### config.mk
export PLATFORM = sky130hd
export DESIGN_NAME = virtio_net_mmio_register_block
export DESIGN_NICKNAME = d
export VERILOG_FILES = /design/src/vnet_mmio_pkg.sv /design/src/virtio_net_mmio_register_block.sv
export SDC_FILE = /design/constraint.sdc
export NUM_CORES = 1
export LEC_CHECK = 0
export CORE_MARGIN = 4
export CORE_UTILIZATION = 65
export DETAILED_ROUTE_END_ITERATION = 10
export DONT_BUFFER_PORTS = 1
export PLACE_DENSITY = 0.92
export SETUP_SLACK_MARGIN = 0.5
export SYNTH_ARGS = -nofsm -noshare
export SYNTH_HDL_FRONTEND = slang
export SYNTH_SLANG_ARGS = --single-unit
### constraint.sdc
create_clock -name clk -period 6.1 [get_ports clk]
set_input_delay 0.305 -clock clk [delete_from_list [all_inputs] [get_ports clk]]
set_output_delay 0.305 -clock clk [all_outputs]
set_load 0.05 [all_outputs]
### src/vnet_mmio_pkg.sv
// ----------------------------------------------------------------------------
// vnet_mmio_pkg
// Register offsets, operation codes, identity words and the result word type
// of the virtio-mmio network device register block.
// ----------------------------------------------------------------------------
package vnet_mmio_pkg;

    // Operation codes carried in the slave tuser
    localparam logic [1:0] OP_READ  = 2'd0;
    localparam logic [1:0] OP_WRITE = 2'd1;
    localparam logic [1:0] OP_USED  = 2'd2;

    // Widths of the bus fields
    localparam int OFFSET_W   = 12;
    localparam int DATA_W     = 32;
    localparam int MAC_W      = 48;
    localparam int IN_TDATA_W  = 48;   // offset + write data, padded to bytes
    localparam int OUT_TDATA_W = 40;   // read data + two flags, padded to bytes

    // Register map (byte offsets)
    localparam logic [11:0] REG_MAGIC          = 12'h000;
    localparam logic [11:0] REG_VERSION        = 12'h004;
    localparam logic [11:0] REG_DEVICE_ID      = 12'h008;
    localparam logic [11:0] REG_VENDOR_ID      = 12'h00c;
    localparam logic [11:0] REG_DEV_FEATURES   = 12'h010;
    localparam logic [11:0] REG_DEV_FEAT_SEL   = 12'h014;
    localparam logic [11:0] REG_DRV_FEATURES   = 12'h020;
    localparam logic [11:0] REG_DRV_FEAT_SEL   = 12'h024;
    localparam logic [11:0] REG_QUEUE_SEL      = 12'h030;
    localparam logic [11:0] REG_QUEUE_NUM_MAX  = 12'h034;
    localparam logic [11:0] REG_QUEUE_NUM      = 12'h038;
    localparam logic [11:0] REG_QUEUE_READY    = 12'h044;
    localparam logic [11:0] REG_QUEUE_NOTIFY   = 12'h050;
    localparam logic [11:0] REG_INT_STATUS     = 12'h060;
    localparam logic [11:0] REG_INT_ACK        = 12'h064;
    localparam logic [11:0] REG_STATUS         = 12'h070;
    localparam logic [11:0] REG_DESC_LOW       = 12'h080;
    localparam logic [11:0] REG_DESC_HIGH      = 12'h084;
    localparam logic [11:0] REG_AVAIL_LOW      = 12'h090;
    localparam logic [11:0] REG_AVAIL_HIGH     = 12'h094;
    localparam logic [11:0] REG_USED_LOW       = 12'h0a0;
    localparam logic [11:0] REG_USED_HIGH      = 12'h0a4;
    localparam logic [11:0] REG_CFG_MAC_FIRST  = 12'h100;
    localparam logic [11:0] REG_CFG_MAC_END    = 12'h106;

    // Identity and feature words
    localparam logic [31:0] MAGIC_VALUE     = 32'h74726976;
    localparam logic [31:0] VERSION_VALUE   = 32'd2;
    localparam logic [31:0] DEVICE_ID_NET   = 32'd1;
    localparam logic [31:0] VENDOR_VALUE    = 32'h52564531;
    localparam logic [31:0] FEAT_WORD0      = 32'h0000_0020;  // MAC feature
    localparam logic [31:0] FEAT_WORD1      = 32'h0000_0001;  // VERSION_1

    localparam int STATUS_DRV_OK_BIT = 2;

    localparam logic [47:0] MAC_RESET = 48'h5634_1200_5452;

    // One result word
    typedef struct packed {
        logic        receive_poll;
        logic        transmit_kick;
        logic [31:0] read_data;
    } vnet_result_t;

endpackage

### src/virtio_net_mmio_register_block.sv
// ----------------------------------------------------------------------------
// virtio_net_mmio_register_block
// Register file of a virtio-mmio (version 2) network device.
// ----------------------------------------------------------------------------
// Usage:
//   Slave stream s_axis carries one bus operation per word: tuser holds the
//   operation (read, write, used-ring posted), tdata the register offset and
//   the write value. Master stream m_axis returns one word per operation:
//   the read value and the transmit kick / receive poll pulses.
//   The MAC address is loaded through cfg_wr_en / cfg_wr_data while idle.
// Timing:
//   Decode, register update and read mux are combinational between the slave
//   handshake and the output register (the skid register while the output
//   stalls), and one word is taken every cycle while s_axis_tready is high.
// Stall:
//   A two-entry output buffer (output register plus skid register) lets the
//   block take a word while the previous result is still held; s_axis_tready
//   drops only when both entries are full.
// Reset:
//   rst_n clears all device registers and the output buffer and reloads the
//   default MAC. A status write of zero clears the device registers again
//   but keeps the MAC.
// ----------------------------------------------------------------------------
module virtio_net_mmio_register_block #(
    parameter int QUEUE_SIZE_MAX = 256
) (
    input  logic                                clk,
    input  logic                                rst_n,
    // MAC address load
    input  logic                                cfg_wr_en,
    input  logic [vnet_mmio_pkg::MAC_W-1:0]     cfg_wr_data,
    // operation words
    input  logic                                s_axis_tvalid,
    output logic                                s_axis_tready,
    input  logic [vnet_mmio_pkg::IN_TDATA_W-1:0] s_axis_tdata,  // register_offset, write_data
    input  logic [1:0]                          s_axis_tuser,  // operation
    // result words
    output logic                                m_axis_tvalid,
    input  logic                                m_axis_tready,
    output logic [vnet_mmio_pkg::OUT_TDATA_W-1:0] m_axis_tdata  // read_data, transmit_kick,
                                                                // receive_poll
);
    import vnet_mmio_pkg::*;

    localparam int QSIZE_W = $clog2(QUEUE_SIZE_MAX + 1);

    // Device registers
    logic [31:0]                    queue_select_reg;
    logic [31:0]                    dev_feat_sel_reg;
    logic                           drv_feat_sel_reg;
    logic [1:0][31:0]               drv_features_reg;
    logic [31:0]                    device_status_reg;
    logic [31:0]                    int_status_reg;
    logic [1:0][QSIZE_W-1:0]        queue_size_reg;
    logic [1:0]                     queue_ready_reg;
    logic [1:0][15:0]               last_avail_reg;
    logic [1:0][63:0]               desc_addr_reg;
    logic [1:0][63:0]               avail_addr_reg;
    logic [1:0][63:0]               used_addr_reg;
    logic [MAC_W-1:0]               mac_reg;

    // Output buffer
    vnet_result_t                   out_reg;
    vnet_result_t                   skid_reg;
    logic                           out_valid_reg;
    logic                           skid_valid_reg;
    vnet_result_t                   res_next;

    logic [1:0]                     in_op;
    logic [OFFSET_W-1:0]            in_off;
    logic [DATA_W-1:0]              in_val;
    logic                           in_acc;
    logic                           out_acc;
    logic                           q_sel;
    logic                           q_valid;

    assign in_op   = s_axis_tuser;
    assign in_off  = s_axis_tdata[OFFSET_W-1:0];
    assign in_val  = s_axis_tdata[OFFSET_W+DATA_W-1:OFFSET_W];
    assign s_axis_tready = !skid_valid_reg;
    assign in_acc  = s_axis_tvalid && s_axis_tready;
    assign out_acc = out_valid_reg && m_axis_tready;

    assign q_sel   = queue_select_reg[0];
    assign q_valid = (queue_select_reg[31:1] == 31'd0);

    // Result of the current word: read mux and notify pulses
    always_comb
    begin
        res_next = '0;
        if (in_op == OP_READ)
        begin
            case (in_off)
                REG_MAGIC:         res_next.read_data = MAGIC_VALUE;
                REG_VERSION:       res_next.read_data = VERSION_VALUE;
                REG_DEVICE_ID:     res_next.read_data = DEVICE_ID_NET;
                REG_VENDOR_ID:     res_next.read_data = VENDOR_VALUE;
                REG_DEV_FEATURES:
                begin
                    if (dev_feat_sel_reg == 32'd0)
                        res_next.read_data = FEAT_WORD0;
                    else if (dev_feat_sel_reg == 32'd1)
                        res_next.read_data = FEAT_WORD1;
                end
                REG_QUEUE_NUM_MAX:
                    if (q_valid)
                        res_next.read_data = 32'(QUEUE_SIZE_MAX);
                REG_QUEUE_READY:
                    if (q_valid)
                        res_next.read_data = {31'd0, queue_ready_reg[q_sel]};
                REG_INT_STATUS:    res_next.read_data = int_status_reg;
                REG_STATUS:        res_next.read_data = device_status_reg;
                default:
                begin
                    // config space: MAC bytes as little-endian words
                    if (in_off >= REG_CFG_MAC_FIRST && in_off < REG_CFG_MAC_END)
                    begin
                        if (in_off[2])
                            res_next.read_data = {16'd0, mac_reg[47:32]};
                        else
                            res_next.read_data = mac_reg[31:0];
                    end
                end
            endcase
        end
        else if (in_op == OP_WRITE && in_off == REG_QUEUE_NOTIFY)
        begin
            res_next.transmit_kick = (in_val == 32'd1);
            res_next.receive_poll  = (in_val == 32'd0)
                                     && device_status_reg[STATUS_DRV_OK_BIT]
                                     && queue_ready_reg[0];
        end
    end

    // Register updates for writes, used-ring events and MAC loads
    always_ff @(posedge clk or negedge rst_n)
    begin
        if (!rst_n)
        begin
            mac_reg           <= MAC_RESET;
            queue_select_reg  <= '0;
            dev_feat_sel_reg  <= '0;
            drv_feat_sel_reg  <= 1'b0;
            drv_features_reg  <= '0;
            device_status_reg <= '0;
            int_status_reg    <= '0;
            queue_size_reg    <= '0;
            queue_ready_reg   <= '0;
            last_avail_reg    <= '0;
            desc_addr_reg     <= '0;
            avail_addr_reg    <= '0;
            used_addr_reg     <= '0;
        end
        else
        begin
            if (cfg_wr_en)
                mac_reg <= cfg_wr_data;
            if (in_acc)
            begin
                case (in_op)
                    OP_WRITE:
                    begin
                        case (in_off)
                            REG_DEV_FEAT_SEL: dev_feat_sel_reg <= in_val;
                            REG_DRV_FEATURES: drv_features_reg[drv_feat_sel_reg] <= in_val;
                            REG_DRV_FEAT_SEL: drv_feat_sel_reg <= in_val[0];
                            REG_QUEUE_SEL:    queue_select_reg <= in_val;
                            REG_QUEUE_NUM:
                                if (q_valid)
                                begin
                                    // clamp to the size limit
                                    if (in_val > 32'(QUEUE_SIZE_MAX))
                                        queue_size_reg[q_sel] <= QSIZE_W'(QUEUE_SIZE_MAX);
                                    else
                                        queue_size_reg[q_sel] <= in_val[QSIZE_W-1:0];
                                end
                            REG_QUEUE_READY:
                                if (q_valid)
                                begin
                                    queue_ready_reg[q_sel] <= in_val[0];
                                    if (in_val[0])
                                        last_avail_reg[q_sel] <= '0;
                                end
                            REG_INT_ACK:      int_status_reg <= int_status_reg & ~in_val;
                            REG_STATUS:
                                if (in_val == 32'd0)
                                begin
                                    // device reset, MAC kept
                                    queue_select_reg  <= '0;
                                    dev_feat_sel_reg  <= '0;
                                    drv_feat_sel_reg  <= 1'b0;
                                    drv_features_reg  <= '0;
                                    device_status_reg <= '0;
                                    int_status_reg    <= '0;
                                    queue_size_reg    <= '0;
                                    queue_ready_reg   <= '0;
                                    last_avail_reg    <= '0;
                                    desc_addr_reg     <= '0;
                                    avail_addr_reg    <= '0;
                                    used_addr_reg     <= '0;
                                end
                                else
                                    device_status_reg <= in_val;
                            REG_DESC_LOW:   desc_addr_reg[q_sel][31:0]   <= in_val;
                            REG_DESC_HIGH:  desc_addr_reg[q_sel][63:32]  <= in_val;
                            REG_AVAIL_LOW:  avail_addr_reg[q_sel][31:0]  <= in_val;
                            REG_AVAIL_HIGH: avail_addr_reg[q_sel][63:32] <= in_val;
                            REG_USED_LOW:   used_addr_reg[q_sel][31:0]   <= in_val;
                            REG_USED_HIGH:  used_addr_reg[q_sel][63:32]  <= in_val;
                            default: ;
                        endcase
                    end
                    OP_USED:  int_status_reg[0] <= 1'b1;
                    default: ;
                endcase
            end
        end
    end

    // Output register and skid register
    always_ff @(posedge clk or negedge rst_n)
    begin
        if (!rst_n)
        begin
            out_valid_reg  <= 1'b0;
            skid_valid_reg <= 1'b0;
        end
        else
        begin
            if (in_acc)
            begin
                if (!out_valid_reg || out_acc)
                    out_valid_reg <= 1'b1;
                else
                    skid_valid_reg <= 1'b1;
            end
            else if (out_acc)
            begin
                if (skid_valid_reg)
                    skid_valid_reg <= 1'b0;
                else
                    out_valid_reg <= 1'b0;
            end
        end
    end

    // Payload of the output buffer
    always_ff @(posedge clk)
    begin
        if (in_acc)
        begin
            if (!out_valid_reg || out_acc)
                out_reg <= res_next;
            else
                skid_reg <= res_next;
        end
        else if (out_acc && skid_valid_reg)
            out_reg <= skid_reg;
    end

    assign m_axis_tvalid = out_valid_reg;
    assign m_axis_tdata  = {{(OUT_TDATA_W - $bits(vnet_result_t)){1'b0}}, out_reg};

endmodule

Word level (Yosys, flattened, before mapping)
Index checks and enable logic that the tools add are counted.
- word-level logic and storage cells: 112
- bits of input ports: 103
- register bits after elaboration: 248
- output and inout bits: 42
- mux-type cells: 34
- reduce and logical (&&, ||, !) cells: 33
- bitwise operators: 3
- magnitude comparators: 4
- eq/ne operators: 23
- operator list (cell ; number):
    case mux 32 bit (9 select lines) ; 1
    case mux 32 bit (2 select lines) ; 3
    2-to-1 mux 32 bit ; 5
    2-to-1 mux 34 bit ; 3
    == test 32 x 1 -> 1 bit, second input constant ; 2
    logical NOT 32 bit ; 2
    == test 12 x 7 -> 1 bit, second input constant ; 5
    bitwise AND 32 bit ; 1
    inverter 32 bit ; 1
    logical NOT 31 bit ; 1
    == test 12 x 4 -> 1 bit, second input constant ; 2
    == test 12 x 5 -> 1 bit, second input constant ; 2
    == test 12 x 6 -> 1 bit, second input constant ; 2
    AND reduction 4 bit ; 4
    nonzero test 2 bit ; 7
    == test 12 x 3 -> 1 bit, second input constant ; 1
    greater-or-equal comparator 12 x 9 -> 1 bit, second input constant ; 1
    logical NOT 12 bit ; 1
    < comparator 12 x 9 -> 1 bit, second input constant ; 1
    2-to-1 mux 1 bit ; 12
    2-to-1 mux 9 bit ; 1
    logical AND 1 bit ; 8
    2-to-1 mux 2 bit ; 4
    2-to-1 mux 6 bit ; 1
    other kinds (19) ; 26

Logic depth before layout (Yosys ltp)
- depth in word-level cells: 7
- gate-level depth with buffers: 9
- depth with buffers taken out: 7

Worst setup path after synthesis
Ideal clock, no wire load.
- path type: register to register
- start: register out_valid_reg (netlist: m_axis_tvalid)
- end: register out_reg (netlist bit m_axis_tdata[0]), enable pin
- buffers on the path: 0
- cell stages (with the launch flop): 4
- path slack: 3.356 ns
- data arrival time: 2.319 ns
- clock period less this slack: 2.744 ns
- cell sequence: dfrtp_1 -> a21oi_1 -> a21oi_1 -> nor2_1
- longest elaborated chain between the ends: 4
- elaborated cells on any way between the ends: 7
- those cells by class: eq/ne: 1; reduce/logical: 6
- ends and longest elaborated chain (item ; RTL line ; source):
    start: declaration ; virtio_net_mmio_register_block.sv:65 ; logic out_valid_reg;
    start signal: assignment ; virtio_net_mmio_register_block.sv:225 ; out_valid_reg <= 1'b0;
    start signal: assignment ; virtio_net_mmio_register_block.sv:233 ; out_valid_reg <= 1'b1;
    start signal: assignment ; virtio_net_mmio_register_block.sv:242 ; out_valid_reg <= 1'b0;
    logical NOT 1 bit / logical AND 1 bit (equally long branches) ; virtio_net_mmio_register_block.sv:252, virtio_net_mmio_register_block.sv:82 ;
    logical OR 1 bit / logical AND 1 bit (equally long branches) ; virtio_net_mmio_register_block.sv:252, virtio_net_mmio_register_block.sv:257 ;
    != test 2 x 1 -> 1 bit (no line) / nonzero test 2 bit (equally long branches) ; -- ;
    AND reduction 2 bit (no line) (*) ; -- ;
    end signal: assignment ; virtio_net_mmio_register_block.sv:253 ; out_reg <= res_next;
    end signal: assignment ; virtio_net_mmio_register_block.sv:258 ; out_reg <= skid_reg;
    end: declaration ; virtio_net_mmio_register_block.sv:63 ; vnet_result_t out_reg;
Every way passes the cells marked *; elsewhere a longest branch is shown, timed or not.
A chain may end at the register's enable or synchronous reset.

Final worst setup path
- start: register skid_valid_reg
- end: register dev_feat_sel_reg[3]
- longest elaborated chain between the ends: 3
- ends and longest elaborated chain (item ; RTL line ; source):
    start: declaration ; virtio_net_mmio_register_block.sv:66 ; logic skid_valid_reg;
    start signal: assignment ; virtio_net_mmio_register_block.sv:226 ; skid_valid_reg <= 1'b0;
    start signal: assignment ; virtio_net_mmio_register_block.sv:235 ; skid_valid_reg <= 1'b1;
    start signal: assignment ; virtio_net_mmio_register_block.sv:240 ; skid_valid_reg <= 1'b0;
    logical NOT 1 bit ; virtio_net_mmio_register_block.sv:80 ; assign s_axis_tready = !skid_valid_reg;
    logical AND 1 bit ; virtio_net_mmio_register_block.sv:81 ; assign in_acc = s_axis_tvalid && s_axis_tready;
    AND reduction 4 bit (no line) ; -- ;
    end signal: assignment ; virtio_net_mmio_register_block.sv:164 ; REG_DEV_FEAT_SEL: dev_feat_sel_reg <= in_val;
    end: declaration ; virtio_net_mmio_register_block.sv:49 ; logic [31:0] dev_feat_sel_reg;
Every way passes these cells.

==> summary.md <==
| Metric | Value |
|---|---|
| Post-synth EDFFs | 68 |
| Drt initial violations | 867 |
| Largest net degree at the start of global routing | 181 |
| Max_cap viols | 0 |
| Clock Power Share | 35.0% |
| Synth cell types | 56 |
| DP HPWL | 17.06 mm |
| Worst endpoint required time | 6.56 ns |
| First-pass GRT wire length | 47.33 mm |
| Via/cell ratio | 6.940 |
| Worst-skew pair later-pin latency | 0.53 ns |
| Comb pwr share | 9.2% |
| Most used DFF post-synth | dfrtp_1 |
| Worst Tran Pin Value | 1.281 ns |
| Layout area overhead | 15.05% |
| Setup WS post-layout | 3.297 ns |
| CTS tree | yes |
| Setup violations, final | 0 |
| Die X | 138.0 um |
| Hold Vio Cnt, Final | 2 |
| RSZ-0062 raised after global routing | false |
| Power Density | 337.1 mW/mm^2 |
| Total Wirelength | 31.00 mm |
| Seq cells post-synth | 248 |
| P_sw | 0.001319 W |
| Register area share after synthesis | 59.79% |
| Area contributors post-synth | dfrtp_1 (38%), edfxtp_1 (19%), mux2_2 (9.4%) |
| Total number of vias | 8,009 |
| Fin crit period | 2.803 ns |
| Routed len/inst | 26.86 um |
| Row count | 47 |
| Die Span Y | 138.0 um |
| Core Area | 0.01658 mm^2 |
| Worst hold slack | -0.003352 ns |
| Starting Density | 66.21% |
| Setup Buffers After CTS | 0 |
| Yosys top cell by area | dfrtp_1 |
| DRC viols | 0 |
| Syn Area/Cell | 12.89 um^2 |
| Ratio of cells with drive above 1 in the final layout | 18.33% |
| Number of CTS-inserted buffers | 24 |
| Leakage power | 5.285 nW |
| Die area | 0.01903 mm^2 |
| CTS sink cnt | 248 |
| Synth top area share | 37.61% |
| FF-to-FF Start | skid_valid_reg$_DFFE_PN0P_ |
| Fraction of the cycle the final worst path needs | 45.94% |
| Ports | 145 |
| Most common cell after layout, fill and taps aside | dfrtp_1 |
| Total internal power | 0.002939 W |
| Slew Limit Fails | 0 |
| Post-Syn Instances | 852 |
| Sw frac | 30.98% |
| Worst setup EP type | flop |
| 1st-pass router iterations | 6 |
| Post-route ant nets | 0 |
| Worst min path class | in -> reg |
| Clk_skew | 0.01361 ns |
| Most frequent cells in the layout | dfrtp_1 (165), mux2_2 (92), dlygate4sd3_1 (84), nor2_1 (78), edfxtp_1 (68) |
| Total GRT Usage | 33.24% |
| Number of global-route vias before repair | 8,065 |
| Flop pwr share | 55.8% |
| Port Buffer Count | 0 |
| GRT Residual Overflow | 0 |
| Largest register FFs | 48 |
| Fmax | 356.8 MHz |
| Layout Nets | 1,021 |
| Hold Crit Start | s_axis_tdata[22] |
| Clk buf depth | 3 |
| GPL Wtd Cong | 0.8982 |
| Post-synth ARST share | 72.58% |
| H-tree Lvls | 1 |
| IR drop worst, VDD | 0.3369 mV |
| Critical path class | reg -> reg |
| Worst Path Max Fanout | 32 |
| Worst setup SP type | flop |
| Worst Path Arrival | 3.27 ns |
| Mapped Area | 0.01098 mm^2 |
| Ys Warns | 0 |
| Fin Setup TNS | 0 ns |
| Clock root buffer | clkbuf_16 |
| Clock-pin transition on the worst setup and hold timing paths | 0.06 ns |
| Post-place setup slack | 3.212 ns |
| Relative slew slack | 14.59% |
| Failing checks | negative hold slack |
| Initial antenna violation count | 2 |
| Launch point of the worst path | skid_valid_reg$_DFFE_PN0P_ |
| Outcome | complete, but fails checks |
==> path summary, 6_finish.rpt <==
| path | end | slack (ns) | cells after the start |
|---|---|---|---|
| worst max-delay path | dev_feat_sel_reg[3]$_DFFE_PN0P_ | 3.30 | 6 |
| worst min-delay path | int_status_reg[10]$_DFFE_PN0P_ | -0.003 | 2 |
| worst max register to register | dev_feat_sel_reg[3]$_DFFE_PN0P_ | 3.30 | 6 |
| worst min register to register | int_status_reg[3]$_DFFE_PN0P_ | 0.49 | 1 |
| max in group asynchronous | int_status_reg[26]$_DFFE_PN0P_ | 4.90 | 2 |
| min in group asynchronous | mac_reg[39]$_DFFE_PN0P_ | 0.38 | 2 |
==> worst max-delay path, stage by stage (launching register included) <==
cell and delay, ns:
dfrtp_1 0.42, nor2b_2 0.11, buf_4 0.35, and2_1 0.35, and2_1 0.22, and2_1 0.95
a22o_1 0.30
==> metal layers <==
layer	up-vias	GRT usage (%)	share of wire [%]
met1	3996	43.32	36
met5	-	0	0.042
li1	3295	-	-
met4	2	13.67	4.6
met2	594	52.66	47
met3	122	9.869	12
==> power groups by stage <==
stage | Sequential, W | Clock [W] | Combinational [W]
after floorplan | 0.00237 | 0 | 0.000245
after global placement | 0.00239 | 0 | 0.000277
after detailed placement | 0.00240 | 0 | 0.000287
after CTS | 0.00237 | 0.00147 | 0.000383
after global routing | 0.00239 | 0.00156 | 0.000423
final | 0.00237 | 0.00149 | 0.000392
==> final cells by class <==
type                            count  area, um^2
Sequential cell                   248        6565
Multi-Input combinational cell    539        4030
Fill cell                         950        3951
Timing Repair Buffer               94       955.9
Clock buffer                       38       718.2
Tap cell                          220       275.3
Clock inverter                      6       55.05
Inverter                            8       30.03
Antenna cell                        1       2.502
==> Yosys cell counts (all sizes together), types with 2 or more instances <==
cell / count
mux2: 101
nor4: 28
a22o: 64
nor3b: 2
nand3: 8
a211oi: 4
edfxtp: 68
and3: 4
dfstp: 15
o21ai: 35
nand2b: 2
o32ai: 2
nand2: 29
ha: 3
nor2: 80
a22oi: 17
nand4b: 2
a221oi: 8
inv: 8
nor3: 9
dfrtp: 165
clkbuf: 15
nand4: 8
and4b: 2
o21a: 42
o31ai: 2
buf: 47
and2: 5
mux2i: 22
a21oi: 20
nor2b: 22
==> metrics by stage <==
| stage | hold slack, ns | power, W | utilization [%] | cell area, um^2 | std cells |
|---|---|---|---|---|---|
| 6_report | -0.003352 | 0.004258 | 76.17 | 12630 | 1154 |
| 5_1_grt | 0.004314 | 0.004380 | 76.17 | 12630 | 1154 |
| 4_1_cts | 0.0002961 | 0.004223 | 76.04 | 12610 | 1151 |
| 3_5_place_dp | 0.01585 | 0.002688 | 66.09 | 10960 | 1023 |
| 3_3_place_gp | 0.01509 | 0.002664 | 66.09 | 10960 | 1023 |
| 2_1_floorplan | 0.009409 | 0.002613 | - | 11000 | 857 |
==> cell families (layout without fill, tap and decap cells) <==
| logic type | after synthesis | in the layout | synth area share, % |
|---|---|---|---|
| flops | 248 | 248 | 59.79 |
| simple gates | 205 | 205 | 9.972 |
| compound gates | 200 | 200 | 13.44 |
| mux | 123 | 123 | 12.36 |
| buf+inv | 70 | 146 | 3.897 |
| fa+ha+maj | 3 | 3 | 0.3419 |
| xor+xnor | 2 | 2 | 0.1596 |
| other cells | 1 | 7 | 0.03416 |
==> repair_timing <==
item,4_1_cts,5_1_grt
endpoints found under the hold margin,345,2
hold buffers,84,2
resized for setup,0,0
Note: power is estimated with default switching activity, not from simulation.
